==> config.mk <==
export PLATFORM = sky130hd
export DESIGN_NAME = lrs_merge
export DESIGN_NICKNAME = d
export VERILOG_FILES = /design/src/rtl/core/lrs_pkg.sv /design/src/rtl/core/lrs_merge.sv
export SDC_FILE = /design/constraint.sdc
export NUM_CORES = 1
export LEC_CHECK = 0
export ABC_AREA = 1
export BUFFER_PORTS_ARGS = -buffer_cell sky130_fd_sc_hd__buf_2
export CAP_MARGIN = 20
export CORE_ASPECT_RATIO = 0.8
export CORE_UTILIZATION = 52
export CTS_CLUSTER_DIAMETER = 200
export DETAILED_ROUTE_END_ITERATION = 7
export GPL_TIMING_DRIVEN = 0
export PLACE_DENSITY_LB_ADDON = 0.25
export SYNTH_ARGS = -nofsm -noshare
export SYNTH_HDL_FRONTEND = slang
export SYNTH_SLANG_ARGS = --single-unit
==> constraint.sdc <==
create_clock -name clock -period 6.52 [get_ports clock]
set_input_delay 0.652 -clock clock [delete_from_list [all_inputs] [get_ports clock]]
set_output_delay 0.652 -clock clock [all_outputs]
set_load 0.05 [all_outputs]
==> src/rtl/core/lrs_pkg.sv <==
// shared types and constants for the link rate smoother
`default_nettype none

package lrs_pkg;

   // payload widths
   localparam int CMD_W    = 1;
   localparam int SAMPLE_W = 20;
   localparam int RATE_W   = 28;
   localparam int FILL_W   = 6;
   localparam int WEIGHT_W = 9;

   // arithmetic widths
   localparam int FRAC_MAX_BITS = 16;
   localparam int SHIFT_W       = SAMPLE_W + FRAC_MAX_BITS;
   localparam int PROD_W        = WEIGHT_W + RATE_W;
   localparam int SUM_W         = PROD_W + 1;
   localparam int BLEND_SHIFT   = 8;

   localparam logic [RATE_W-1:0]   RATE_MAX   = {RATE_W{1'b1}};
   localparam logic [WEIGHT_W-1:0] WEIGHT_ONE = WEIGHT_W'(256);
   localparam logic [SUM_W-1:0]    ROUND_HALF = SUM_W'(128);

   // default parameter values
   localparam int HISTORY_DEPTH_DEF = 60;
   localparam int FRAC_BITS_DEF     = 8;

   // commands
   localparam logic [CMD_W-1:0] CMD_SAMPLE = 1'b0;
   localparam logic [CMD_W-1:0] CMD_CLEAR  = 1'b1;

   // register indexes
   localparam int CSR_IDX_W = 1;
   localparam logic [CSR_IDX_W-1:0] CSR_SMOOTHING_WEIGHT = 1'b0;
   localparam logic [CSR_IDX_W-1:0] CSR_RATE_FLOOR       = 1'b1;

   // register reset values
   localparam logic [WEIGHT_W-1:0] WEIGHT_RESET = WEIGHT_W'(77);
   localparam logic [RATE_W-1:0]   FLOOR_RESET  = RATE_W'(256000);

   typedef struct packed {
      logic [CMD_W-1:0]    command;
      logic [SAMPLE_W-1:0] tx_rate_sample;
      logic [SAMPLE_W-1:0] rx_rate_sample;
   } lrs_req_type;

   typedef struct packed {
      logic [RATE_W-1:0] smoothed_tx;
      logic [RATE_W-1:0] smoothed_rx;
      logic [RATE_W-1:0] history_max;
      logic [FILL_W-1:0] history_fill;
   } lrs_rsp_type;

   // sequencer to lane controls
   typedef struct packed {
      logic clear;   // zero the average
      logic start;   // restart the window maximum
      logic mul;     // form both blend products
      logic upd;     // update the average and write it into the ring
      logic seed;    // load the scaled sample instead of the blend
      logic rd;      // read one ring entry for the maximum walk
   } lrs_lane_ctl_type;

endpackage

`default_nettype wire

==> src/rtl/core/lrs_merge.sv <==
// merge of lane maxima with the floor, and the result register
`default_nettype none

module lrs_merge
   import lrs_pkg::*;
(
   input  wire logic                clock,
   input  wire logic                reset,
   input  wire logic                load,
   input  wire logic [RATE_W-1:0]   rate_floor,
   input  wire logic [RATE_W-1:0]   avg_tx,
   input  wire logic [RATE_W-1:0]   avg_rx,
   input  wire logic [RATE_W-1:0]   max_tx,
   input  wire logic [RATE_W-1:0]   max_rx,
   input  wire logic [FILL_W-1:0]   fill,
   input  wire logic                rsp_stall,
   output logic                     rsp_valid,
   output lrs_rsp_type              rsp_data
);

   logic        rsp_valid_ff;
   lrs_rsp_type rsp_data_ff;

   logic [RATE_W-1:0] lane_max;
   logic [RATE_W-1:0] merged_max;

   assign lane_max   = (max_tx > max_rx) ? max_tx : max_rx;
   assign merged_max = (lane_max > rate_floor) ? lane_max : rate_floor;

   always_ff @(posedge clock) begin
      if (reset) begin
         rsp_valid_ff <= 1'b0;
      end else if (load) begin
         rsp_valid_ff <= 1'b1;
      end else if (!rsp_stall) begin
         rsp_valid_ff <= 1'b0;
      end
   end

   always_ff @(posedge clock) begin
      if (load) begin
         rsp_data_ff.smoothed_tx  <= avg_tx;
         rsp_data_ff.smoothed_rx  <= avg_rx;
         rsp_data_ff.history_max  <= merged_max;
         rsp_data_ff.history_fill <= fill;
      end
   end

   assign rsp_valid = rsp_valid_ff;
   assign rsp_data  = rsp_data_ff;

endmodule

`default_nettype wire

==> flow_metrics.tcl <==
set metrics [dict create \
    synth_common_cells "161 x nand2_1, 106 x inv_1, 90 x edfxtp_1" \
    cp_cell_sequence "buf_2 -> inv_1 -> ha_1 -> nand2_1 -> nor2_2 -> nand2_2 -> nor3_4 -> nand4_2 -> nand2_4 -> buf_6 -> nand2_1 -> and2_1 -> ha_1 -> nand2_1 -> nor2_1 -> and2_1 -> nand3_2 -> clkinv_1 -> nand2_1 -> a21oi_2 -> inv_2 -> buf_2 -> nand2_1 -> nand2_1" \
    die_y_um 93.9 \
    clockRootBuffer "clkbuf_16" \
    yosysTopAreaCellShare_pct 49.2 \
    synth_cell_types 26 \
    viasPerCell 4.77 \
    rr_worst_depth 2 \
    finClkSkew_ns 0 \
    maxCapViolations 0 \
    multi_input_area_sq_um 2190 \
    ff2ff_setup_slack_ns 5.92 \
    cts_buffer_depth 2 \
    dp_hpwl_um 10900 \
    async_flop_share_pct 0 \
    arrival_ns 4.02 \
    fill_cells 806 \
    hp-class "in2reg" \
    synth_edf_count 90 \
    syn_nets 777 \
    coreArea_sq_um 10200 \
    grt_setup_unrepaired "no" \
    holdPathEnd "rsp_valid" \
    whs_path_depth 2 \
    rows 33 \
    worstPathRequired_ns 6.60 \
    die_x_um 117 \
    fin_crit_sh_pct 60.4 \
    setup_viol 0 \
    max_slew_margin_pct 76.5 \
    grt.overflow.total 0 \
    power_density_nw_per_um2 265 \
    critPathMostFrequentCell "nand2_1" \
    area_growth_pct 31.1 \
    critical_path.max_fanout 10 \
    ant_nets 0 \
    die-area_sq_um 11000 \
    startpoint_type "input pin" \
    fin_setup_tns_ns 0 \
    critPathSlowestCell "ha_1" \
    fmax_ghz 0.254 \
    drc_errors 0 \
    final_max_slew_viol_count 0 \
    clock_latency_ns 0.33 \
    cts_resized 0 \
    pin_count 241 \
    netlist_area_sq_um 5490 \
    via_count 4622 \
    wirelength_um 13700 \
    antenna_found_initial 0 \
    ys_seq_elements 91 \
    cts_setup_buffers 0 \
    synth.most_common_cell "nand2_1" \
    final_nets 1029 \
    clock-sinks 91 \
    ctsHoldBuffers 0 \
    grt_pass1_vias 4495 \
    yosys.area.top_type "edfxtp_1" \
    place.gp.congestion 0.857 \
    dr.pass1.iters 4 \
    yosysWarnings 0 \
    grt_max_degree 72 \
    cts_tree "built" \
    r2r-end "rsp_valid" \
    numPortBuffers 240 \
    ys.flop_type "edfxtp_1" \
    grt_pass1_wl_um 20900 \
    ir_drop_uv 139 \
    drtIter0Drc 213 \
    numCtsBuffers 9 \
    ctsHtreeMaxLevel 3 \
    synthCells 571 \
    path_class "in2reg" \
    synth_area_leaders "edfxtp_1 49%, ha_1 13%, nand2_1 11%, inv_1 7.2%, nand3_2 4.2%" \
    layout-drive-gt1-share_pct 36.6 \
    clk_pin_slew_worst_paths_ns 0.07 \
    ys_seq_area_share_pct 49.6 \
    leakage_nw 3.87 \
    hold_violations 0 \
    regArea_sq_um 2720 \
    syn_area_per_cell_sq_um 9.62 \
    slowest_delay_ns 0.29 \
    initial_core_util_pct 53.6 \
    status "finished clean" \
    rr_startpoint "rsp_valid" \
    worstMarginPinSlew_ns 0.353 \
    total_power_mw 1.91 \
    min_period_ns 3.94 \
    hp-start "reset" \
    grtUsageTotal_pct 24.9 \
    drt-wirelength-per-cell_um 14.1 \
    endpoint_kind "register" \
]
-- worst max-delay path by stage --
stage	from	endpoint	slack, ns	cells past startpoint
floorplan	max_rx[27]	rsp_data[23]	2.95	24
CTS	max_rx[27]	rsp_data[23]	2.56	24
global route	max_rx[27]	rsp_data[23]	2.22	24
global placement	max_rx[27]	rsp_data[32]	2.35	24
finish	max_rx[27]	rsp_data[23]	2.58	24
detailed placement	max_rx[27]	rsp_data[23]	2.23	24
-- sequential cells by signal, summed over array words and instances (netlist names) --
signal and flops:
rsp_valid 1, rsp_data 90
-- logic make-up (layout without fill, tap and decap cells) --
| group | Yosys count | in the layout | share of synthesized area [%] |
|---|---|---|---|
| DFF | 91 | 91 | 49.6 |
| and+or+nand+nor | 280 | 280 | 24.8 |
| AOI/OAI and AO/OA | 23 | 23 | 2.39 |
| adders and majority gates | 56 | 56 | 12.8 |
| buffers and inverters | 121 | 378 | 10.5 |
| other | 0 | 1 | 0 |
-- cell type report --
cell class,instances,share of cell area (%)
sequential,91,37.8
multi-input combinational,359,30.4
timing repair buffer,241,17.1
inverter,108,5.63
clock buffer,9,3.13
tap,140,2.43
buffer,13,2.38
clock inverter,7,1.06
antenna,1,0.0347
-- through the flow --
step | utilization, % | setup slack (ns) | area [sq um] | hold WS [ns] | instances
2_1_floorplan | - | 2.95 | 5490 | 0.724 | 571
3_3_place_gp | 67.1 | 2.35 | 6870 | 0.469 | 951
3_5_place_dp | 67.4 | 2.23 | 6900 | 0.497 | 952
4_1_cts | 70.3 | 2.56 | 7200 | 0.459 | 968
5_1_grt | 70.3 | 2.22 | 7200 | 0.467 | 968
6_report | 70.3 | 2.58 | 7200 | 0.465 | 969
-- power breakdown --
group / internal, mW / switching, mW / total [mW]
combinational: 0.193 / 0.451 / 0.645
clock: 0.275 / 0.250 / 0.525
sequential: 0.723 / 0.0157 / 0.738
total: 1.19 / 0.717 / 1.91
-- metal layers --
metal	up-vias	share of wire [%]	wire length, um	global-route usage (%)
li1	2348	-	-	-
met1	2096	41	5620	29.3
met2	162	50	6860	44.8
met3	16	7.5	1020	6.39
met4	0	1.2	170	6.75
met5	-	0	0	0
-- worst max-delay path, delay by kind of cell --
kind | cells | cell delay, ns
buffers and inverters | 6 | 0.70
adder cells (fa/ha/maj) | 2 | 0.58
AND/OR/NAND/NOR | 15 | 1.90
AO/OA/AOI/OAI | 1 | 0.19
-- layout by cell type (no fill, tap or decap), types with 5 or more instances in the layout --
| cell type | instances |
|---|---|
| buf_2 | 240 |
| buf_6 | 5 |
| a21oi_1 | 17 |
| nand3_1 | 40 |
| clkbuf_16 | 9 |
| nand3_2 | 23 |
| nand2_1 | 161 |
| inv_1 | 106 |
| ha_1 | 56 |
| edfxtp_1 | 90 |
| nor2_1 | 18 |
| and2_1 | 29 |
No activity file was read; power rests on OpenSTA's default activity.
