[src/rtl/core/lrs_pkg.sv]
// shared types and constants for the link rate smoother
`default_nettype none

package lrs_pkg;

   // payload widths
   localparam int CMD_W    = 1;
   localparam int SAMPLE_W = 20;
   localparam int RATE_W   = 28;
   localparam int FILL_W   = 6;
   localparam int WEIGHT_W = 9;

   // arithmetic widths
   localparam int FRAC_MAX_BITS = 16;
   localparam int SHIFT_W       = SAMPLE_W + FRAC_MAX_BITS;
   localparam int PROD_W        = WEIGHT_W + RATE_W;
   localparam int SUM_W         = PROD_W + 1;
   localparam int BLEND_SHIFT   = 8;

   localparam logic [RATE_W-1:0]   RATE_MAX   = {RATE_W{1'b1}};
   localparam logic [WEIGHT_W-1:0] WEIGHT_ONE = WEIGHT_W'(256);
   localparam logic [SUM_W-1:0]    ROUND_HALF = SUM_W'(128);

   // default parameter values
   localparam int HISTORY_DEPTH_DEF = 60;
   localparam int FRAC_BITS_DEF     = 8;

   // commands
   localparam logic [CMD_W-1:0] CMD_SAMPLE = 1'b0;
   localparam logic [CMD_W-1:0] CMD_CLEAR  = 1'b1;

   // register indexes
   localparam int CSR_IDX_W = 1;
   localparam logic [CSR_IDX_W-1:0] CSR_SMOOTHING_WEIGHT = 1'b0;
   localparam logic [CSR_IDX_W-1:0] CSR_RATE_FLOOR       = 1'b1;

   // register reset values
   localparam logic [WEIGHT_W-1:0] WEIGHT_RESET = WEIGHT_W'(77);
   localparam logic [RATE_W-1:0]   FLOOR_RESET  = RATE_W'(256000);

   typedef struct packed {
      logic [CMD_W-1:0]    command;
      logic [SAMPLE_W-1:0] tx_rate_sample;
      logic [SAMPLE_W-1:0] rx_rate_sample;
   } lrs_req_type;

   typedef struct packed {
      logic [RATE_W-1:0] smoothed_tx;
      logic [RATE_W-1:0] smoothed_rx;
      logic [RATE_W-1:0] history_max;
      logic [FILL_W-1:0] history_fill;
   } lrs_rsp_type;

   // sequencer to lane controls
   typedef struct packed {
      logic clear;   // zero the average
      logic start;   // restart the window maximum
      logic mul;     // form both blend products
      logic upd;     // update the average and write it into the ring
      logic seed;    // load the scaled sample instead of the blend
      logic rd;      // read one ring entry for the maximum walk
   } lrs_lane_ctl_type;

endpackage

`default_nettype wire

[src/rtl/core/lrs_lane.sv]
// one smoothing lane: moving average, history ring and running maximum
`default_nettype none

module lrs_lane
   import lrs_pkg::*;
#(
   parameter int HISTORY_DEPTH = HISTORY_DEPTH_DEF,
   parameter int FRAC_BITS     = FRAC_BITS_DEF,
   localparam int AW = (HISTORY_DEPTH > 1) ? $clog2(HISTORY_DEPTH) : 1
) (
   input  wire logic                  clock,
   input  wire logic                  reset,
   input  wire lrs_lane_ctl_type      ctl,
   input  wire logic [AW-1:0]         addr,
   input  wire logic [SAMPLE_W-1:0]   sample,
   input  wire logic [WEIGHT_W-1:0]   weight,
   output logic      [RATE_W-1:0]     avg_out,
   output logic      [RATE_W-1:0]     max_out,
   output logic                       avg_zero
);

   logic [RATE_W-1:0] ring_mem [HISTORY_DEPTH];

   logic [RATE_W-1:0] avg_ff, avg_in;
   logic [PROD_W-1:0] prod_new_ff, prod_old_ff;
   logic [RATE_W-1:0] rd_data_ff;
   logic              rd_vld_ff;
   logic [RATE_W-1:0] max_ff;

   logic [SHIFT_W-1:0]  shifted;
   logic [RATE_W-1:0]   scaled;
   logic [WEIGHT_W-1:0] weight_inv;
   logic [SUM_W-1:0]    sum;

   // sample to fixed point, saturating
   assign shifted = SHIFT_W'(sample) << FRAC_BITS;
   assign scaled  = (shifted > SHIFT_W'(RATE_MAX)) ? RATE_MAX : shifted[RATE_W-1:0];

   assign weight_inv = WEIGHT_ONE - weight;
   assign sum = SUM_W'(prod_new_ff) + SUM_W'(prod_old_ff) + ROUND_HALF;
   assign avg_in = ctl.seed ? scaled : sum[BLEND_SHIFT +: RATE_W];

   always_ff @(posedge clock) begin
      if (ctl.mul) begin
         prod_new_ff <= PROD_W'(weight) * PROD_W'(scaled);
         prod_old_ff <= PROD_W'(weight_inv) * PROD_W'(avg_ff);
      end
   end

   always_ff @(posedge clock) begin
      if (reset) begin
         avg_ff <= '0;
      end else if (ctl.clear) begin
         avg_ff <= '0;
      end else if (ctl.upd) begin
         avg_ff <= avg_in;
      end
   end

   // history ring, one access a cycle
   always_ff @(posedge clock) begin
      if (ctl.upd) begin
         ring_mem[addr] <= avg_in;
      end
      if (ctl.rd) begin
         rd_data_ff <= ring_mem[addr];
      end
   end

   always_ff @(posedge clock) begin
      if (reset) begin
         rd_vld_ff <= 1'b0;
         max_ff    <= '0;
      end else begin
         rd_vld_ff <= ctl.rd;
         if (ctl.start) begin
            max_ff <= '0;
         end else if (rd_vld_ff && (rd_data_ff > max_ff)) begin
            max_ff <= rd_data_ff;
         end
      end
   end

   assign avg_out  = avg_ff;
   assign max_out  = max_ff;
   assign avg_zero = (avg_ff == '0);

endmodule

`default_nettype wire

[config.mk]
export PLATFORM = sky130hd
export DESIGN_NAME = lrs_lane
export DESIGN_NICKNAME = d
export VERILOG_FILES = /design/src/rtl/core/lrs_pkg.sv /design/src/rtl/core/lrs_lane.sv
export SDC_FILE = /design/constraint.sdc
export NUM_CORES = 2
export LEC_CHECK = 0
export BUFFER_PORTS_ARGS = -buffer_cell sky130_fd_sc_hd__buf_2
export CAP_MARGIN = 20
export CELL_PAD_IN_SITES_DETAIL_PLACEMENT = 1
export CELL_PAD_IN_SITES_GLOBAL_PLACEMENT = 2
export CORE_MARGIN = 8
export CORE_UTILIZATION = 47
export CTS_CLUSTER_SIZE = 40
export DETAILED_ROUTE_END_ITERATION = 16
export PLACE_DENSITY = 0.89
export SLEW_MARGIN = 10
export SYNTH_ARGS = -nofsm -noshare
export SYNTH_HDL_FRONTEND = slang
export SYNTH_SLANG_ARGS = --single-unit
[constraint.sdc]
create_clock -name clock -period 9.1 [get_ports clock]
set_input_delay 1.365 -clock clock [delete_from_list [all_inputs] [get_ports clock]]
set_output_delay 1.365 -clock clock [all_outputs]
set_load 0.05 [all_outputs]
==> metrics.md <==
| Metric | Value |
|---|---|
| Status | `finished, violations left` |
| Failing checks | `max-capacitance violations, max-slew violations` |
| Pre-Repair DR Iteration Count | `6` |
| Post-layout nets | `6383` |
| Asr flop ratio synth | `0` |
| Max Cap Viol | `1` |
| Clock sinks | `1822` |
| Power density over the cells | `288 mW/mm^2` |
| Worst vdd ir | `0.000418 V` |
| Min-delay src | `max_out[24]$_SDFFE_PP0P_` |
| Crit Reg-Reg Endpoint | `prod_old_ff[35]$_DFFE_PP_` |
| Vias in the first global route | `57755` |
| Multi-input gate area | `0.0280 mm^2` |
| Biggest area consumer among synthesized cells | `edfxtp_1` |
| Worst Path Max Fanout | `22` |
| Worst-Skew Late Latency | `0.84 ns` |
| H-tree depth | `4` |
| RSZ-0062 raised after global routing | `false` |
| CP required | `9.64 ns` |
| Synth Area per Inst | `14.7 um^2` |
| Via count | `54646` |
| TritonCTS clock tree | `done` |
| CP cell instances | `buf_2 -> nor2_1 -> nand2_1 -> or3_1 -> or3_1 -> xnor2_2 -> and2_1 -> fa_1 -> fa_1 -> fa_1 -> inv_1 -> fa_1 -> inv_1 -> ha_1 -> a21o_1 -> a21oi_1 -> o21a_1 -> o21ai_1 -> nor3_4 -> nor2_2 -> o31ai_1 -> xnor2_1` |
| Area contributors post-synth | `edfxtp_1 (63%), fa_1 (7.3%), ha_1 (2.7%), mux4_2 (2.4%), a221oi_1 (2.0%)` |
| Hold Path End | `max_out[24]$_SDFFE_PP0P_` |
| Die X-Extent | `440 um` |
| CP max-delay cell | `xnor2_2` |
| Total gr overflow | `0` |
| CP startpoint kind | `input pin` |
| Crit path buffers/inverters | `3` |
| WL final | `286000 um` |
| Via/cell ratio | `6.53` |
| I/O Buffers | `99` |
| Place WS | `1.02 ns` |
| Levels on crit path | `22` |
| Root Buffer | `clkbuf_16` |
| Post-Route Setup TNS | `0 ns` |
| FP Rows | `155` |
| Initial DRC Count | `7414` |
| Fmax | `0.137 GHz` |
| Area share of the largest cell type after synthesis | `0.628` |
| # Post-CTS Setup Buffers | `0` |
| Die Area | `0.193 mm^2` |
| Fraction of layout cells with a size suffix above 1 | `0.144` |
| Post-synth EDFFs | `1765` |
| Synthesized area | `0.0843 mm^2` |
| Hold-fix buffers, CTS | `0` |
| CP max stage delay | `0.78 ns` |
| Final min period | `7.32 ns` |
| Most common cell in the netlist | `edfxtp_1` |
| Ys flop type | `edfxtp_1` |
| Hold path depth | `2` |
| Wire length per cell | `34.2 um` |
| Worst-Margin Slew | `1.53 ns` |
| Final Hold Vio Count | `0` |
| Seq/Total Area, Yosys | `0.642` |
| CP Capture Type | `flop` |
| Crit share post-route | `0.804` |
| Top Ports | `100` |
| Largest net degree at the start of global routing | `78` |
| Synthesized Nets | `6271` |
| Layout area overhead | `12.2%` |
| Post_cts resized | `0` |
| Hold Crit Class | `reg -> reg` |
| First-pass GRT wire length | `408000 um` |
| Synth unique cells | `86` |
| CTS Buffer Depth | `3` |
| Synthesized flop and latch total | `1822` |
| Relative slew slack | `-0.0287` |
| Drc violations | `0` |
| Clock Skew | `0.0473 ns` |
| CP arrival | `7.86 ns` |
| Setup ws final | `1.78 ns` |
| Cts bufs inserted | `181` |
| Slew Viols, Final | `2` |
| Reg-to-reg slack, setup | `3.53 ns` |
| R2R depth | `17` |
| Die height | `440 um` |
| Gate Count Post-Synth | `5739` |
| Most frequent cells after synthesis | `edfxtp_1 (1765), nand2_1 (381), inv_1 (374)` |
| CP startpoint | `weight[3]` |
| Post-route ant nets | `0` |
| Initial core utilization | `0.473` |
| Final setup fails | `0` |
| Clock Pin Slew Worst Setup and Hold Paths | `0.06 ns` |
| Filler cell count | `17060` |
| CP top delay family | `adder cells` |
| Global Route Usage Sum | `0.291` |
| GPL Wtd Cong | `0.899` |
| FF/Latch Area | `0.0541 mm^2` |
| Cell repeated most along the worst path | `fa_1` |
| Setup CP Type | `in -> reg` |
| Core box area | `0.178 mm^2` |
| Leakage power | `33.4 nW` |
| Antenna violations before repair | `25` |
| YS warnings | `0` |
| DP HPWL | `175000 um` |
| Critical R2R Launch | `avg_out[13]$_SDFFE_PP0P_` |
[worst max path at each step]
stage                                end
2_1_floorplan  prod_old_ff[35]$_DFFE_PP_
3_3_place_gp   prod_old_ff[35]$_DFFE_PP_
6_report       prod_old_ff[35]$_DFFE_PP_
4_1_cts        prod_old_ff[35]$_DFFE_PP_
3_5_place_dp   prod_old_ff[35]$_DFFE_PP_
5_1_grt        prod_old_ff[35]$_DFFE_PP_
[per-stage QoR]
step	cell area, um^2	power, mW	utilization	instances	hold slack (ns)
after global routing	94600	28.1	0.530	8357	0.520
final	94700	27.3	0.531	8371	0.497
after CTS	94400	27.2	0.529	8344	0.498
after global placement	88300	19.4	0.495	7997	0.473
after detailed placement	88600	19.8	0.496	8011	0.489
after floorplan	84300	16.5	-	5739	0.522
[cells in the final DEF, fill, tap and decap left out, types with 89 or more instances in the layout]
master | synthesis | layout
ha_1 | 181 | 181
a22oi_1 | 162 | 162
fa_1 | 308 | 308
buf_2 | 104 | 99
mux4_2 | 90 | 90
a221oi_1 | 195 | 194
a21oi_1 | 236 | 236
buf_4 | 23 | 152
inv_1 | 374 | 372
nor2_1 | 274 | 211
clkbuf_16 | 0 | 188
mux2_2 | 89 | 89
and2_1 | 226 | 220
nand2_1 | 381 | 380
mux2i_1 | 166 | 166
o21ai_0 | 136 | 124
edfxtp_1 | 1765 | 1765
[metal layers]
layer	up-vias	wire length, um	GRT usage
met5	-	96	0
met4	14	19600	0.176
met3	917	31400	0.0719
met2	3847	135000	0.475
met1	28046	100000	0.349
li1	21822	-	-
[tightest hold or removal path, cell delays in order, from the launching register on]
cell,delay [ns]
dfxtp_1,0.32
o21ai_0,0.07
a21boi_1,0.06
[state kept, by name, indices dropped and copies added, names as in the netlist]
name	cells
prod_new_ff	28
prod_old_ff	29
ring_mem	1680
max_out	28
rd_vld_ff	1
rd_data_ff	28
avg_out	28
[final cells by class]
type,instances,share of cell area
well taps,2355,0.0311
clock inverters,105,0.00991
repair buffers,283,0.0245
flip-flops and latches,1822,0.572
inverters,376,0.0149
diodes,15,0.000396
clock buffers,228,0.0517
multi-input cells,3187,0.296
[logic make-up after synthesis]
group	after synthesis	synth area share
flip-flops	1822	0.642
AO/OA/AOI/OAI	1167	0.0968
AND/OR/NAND/NOR	1107	0.0618
buffers and inverters	730	0.0356
adder cells (fa/ha/maj)	489	0.100
multiplexers	347	0.0559
XOR/XNOR	77	0.00808
[report_power, final]
group | total, mW | internal, mW | switching [mW]
clock | 7.48 | 4.24 | 3.24
sequential | 11.9 | 11.7 | 0.206
combinational | 7.92 | 2.02 | 5.90
Note: power is estimated with default switching activity, not from simulation.
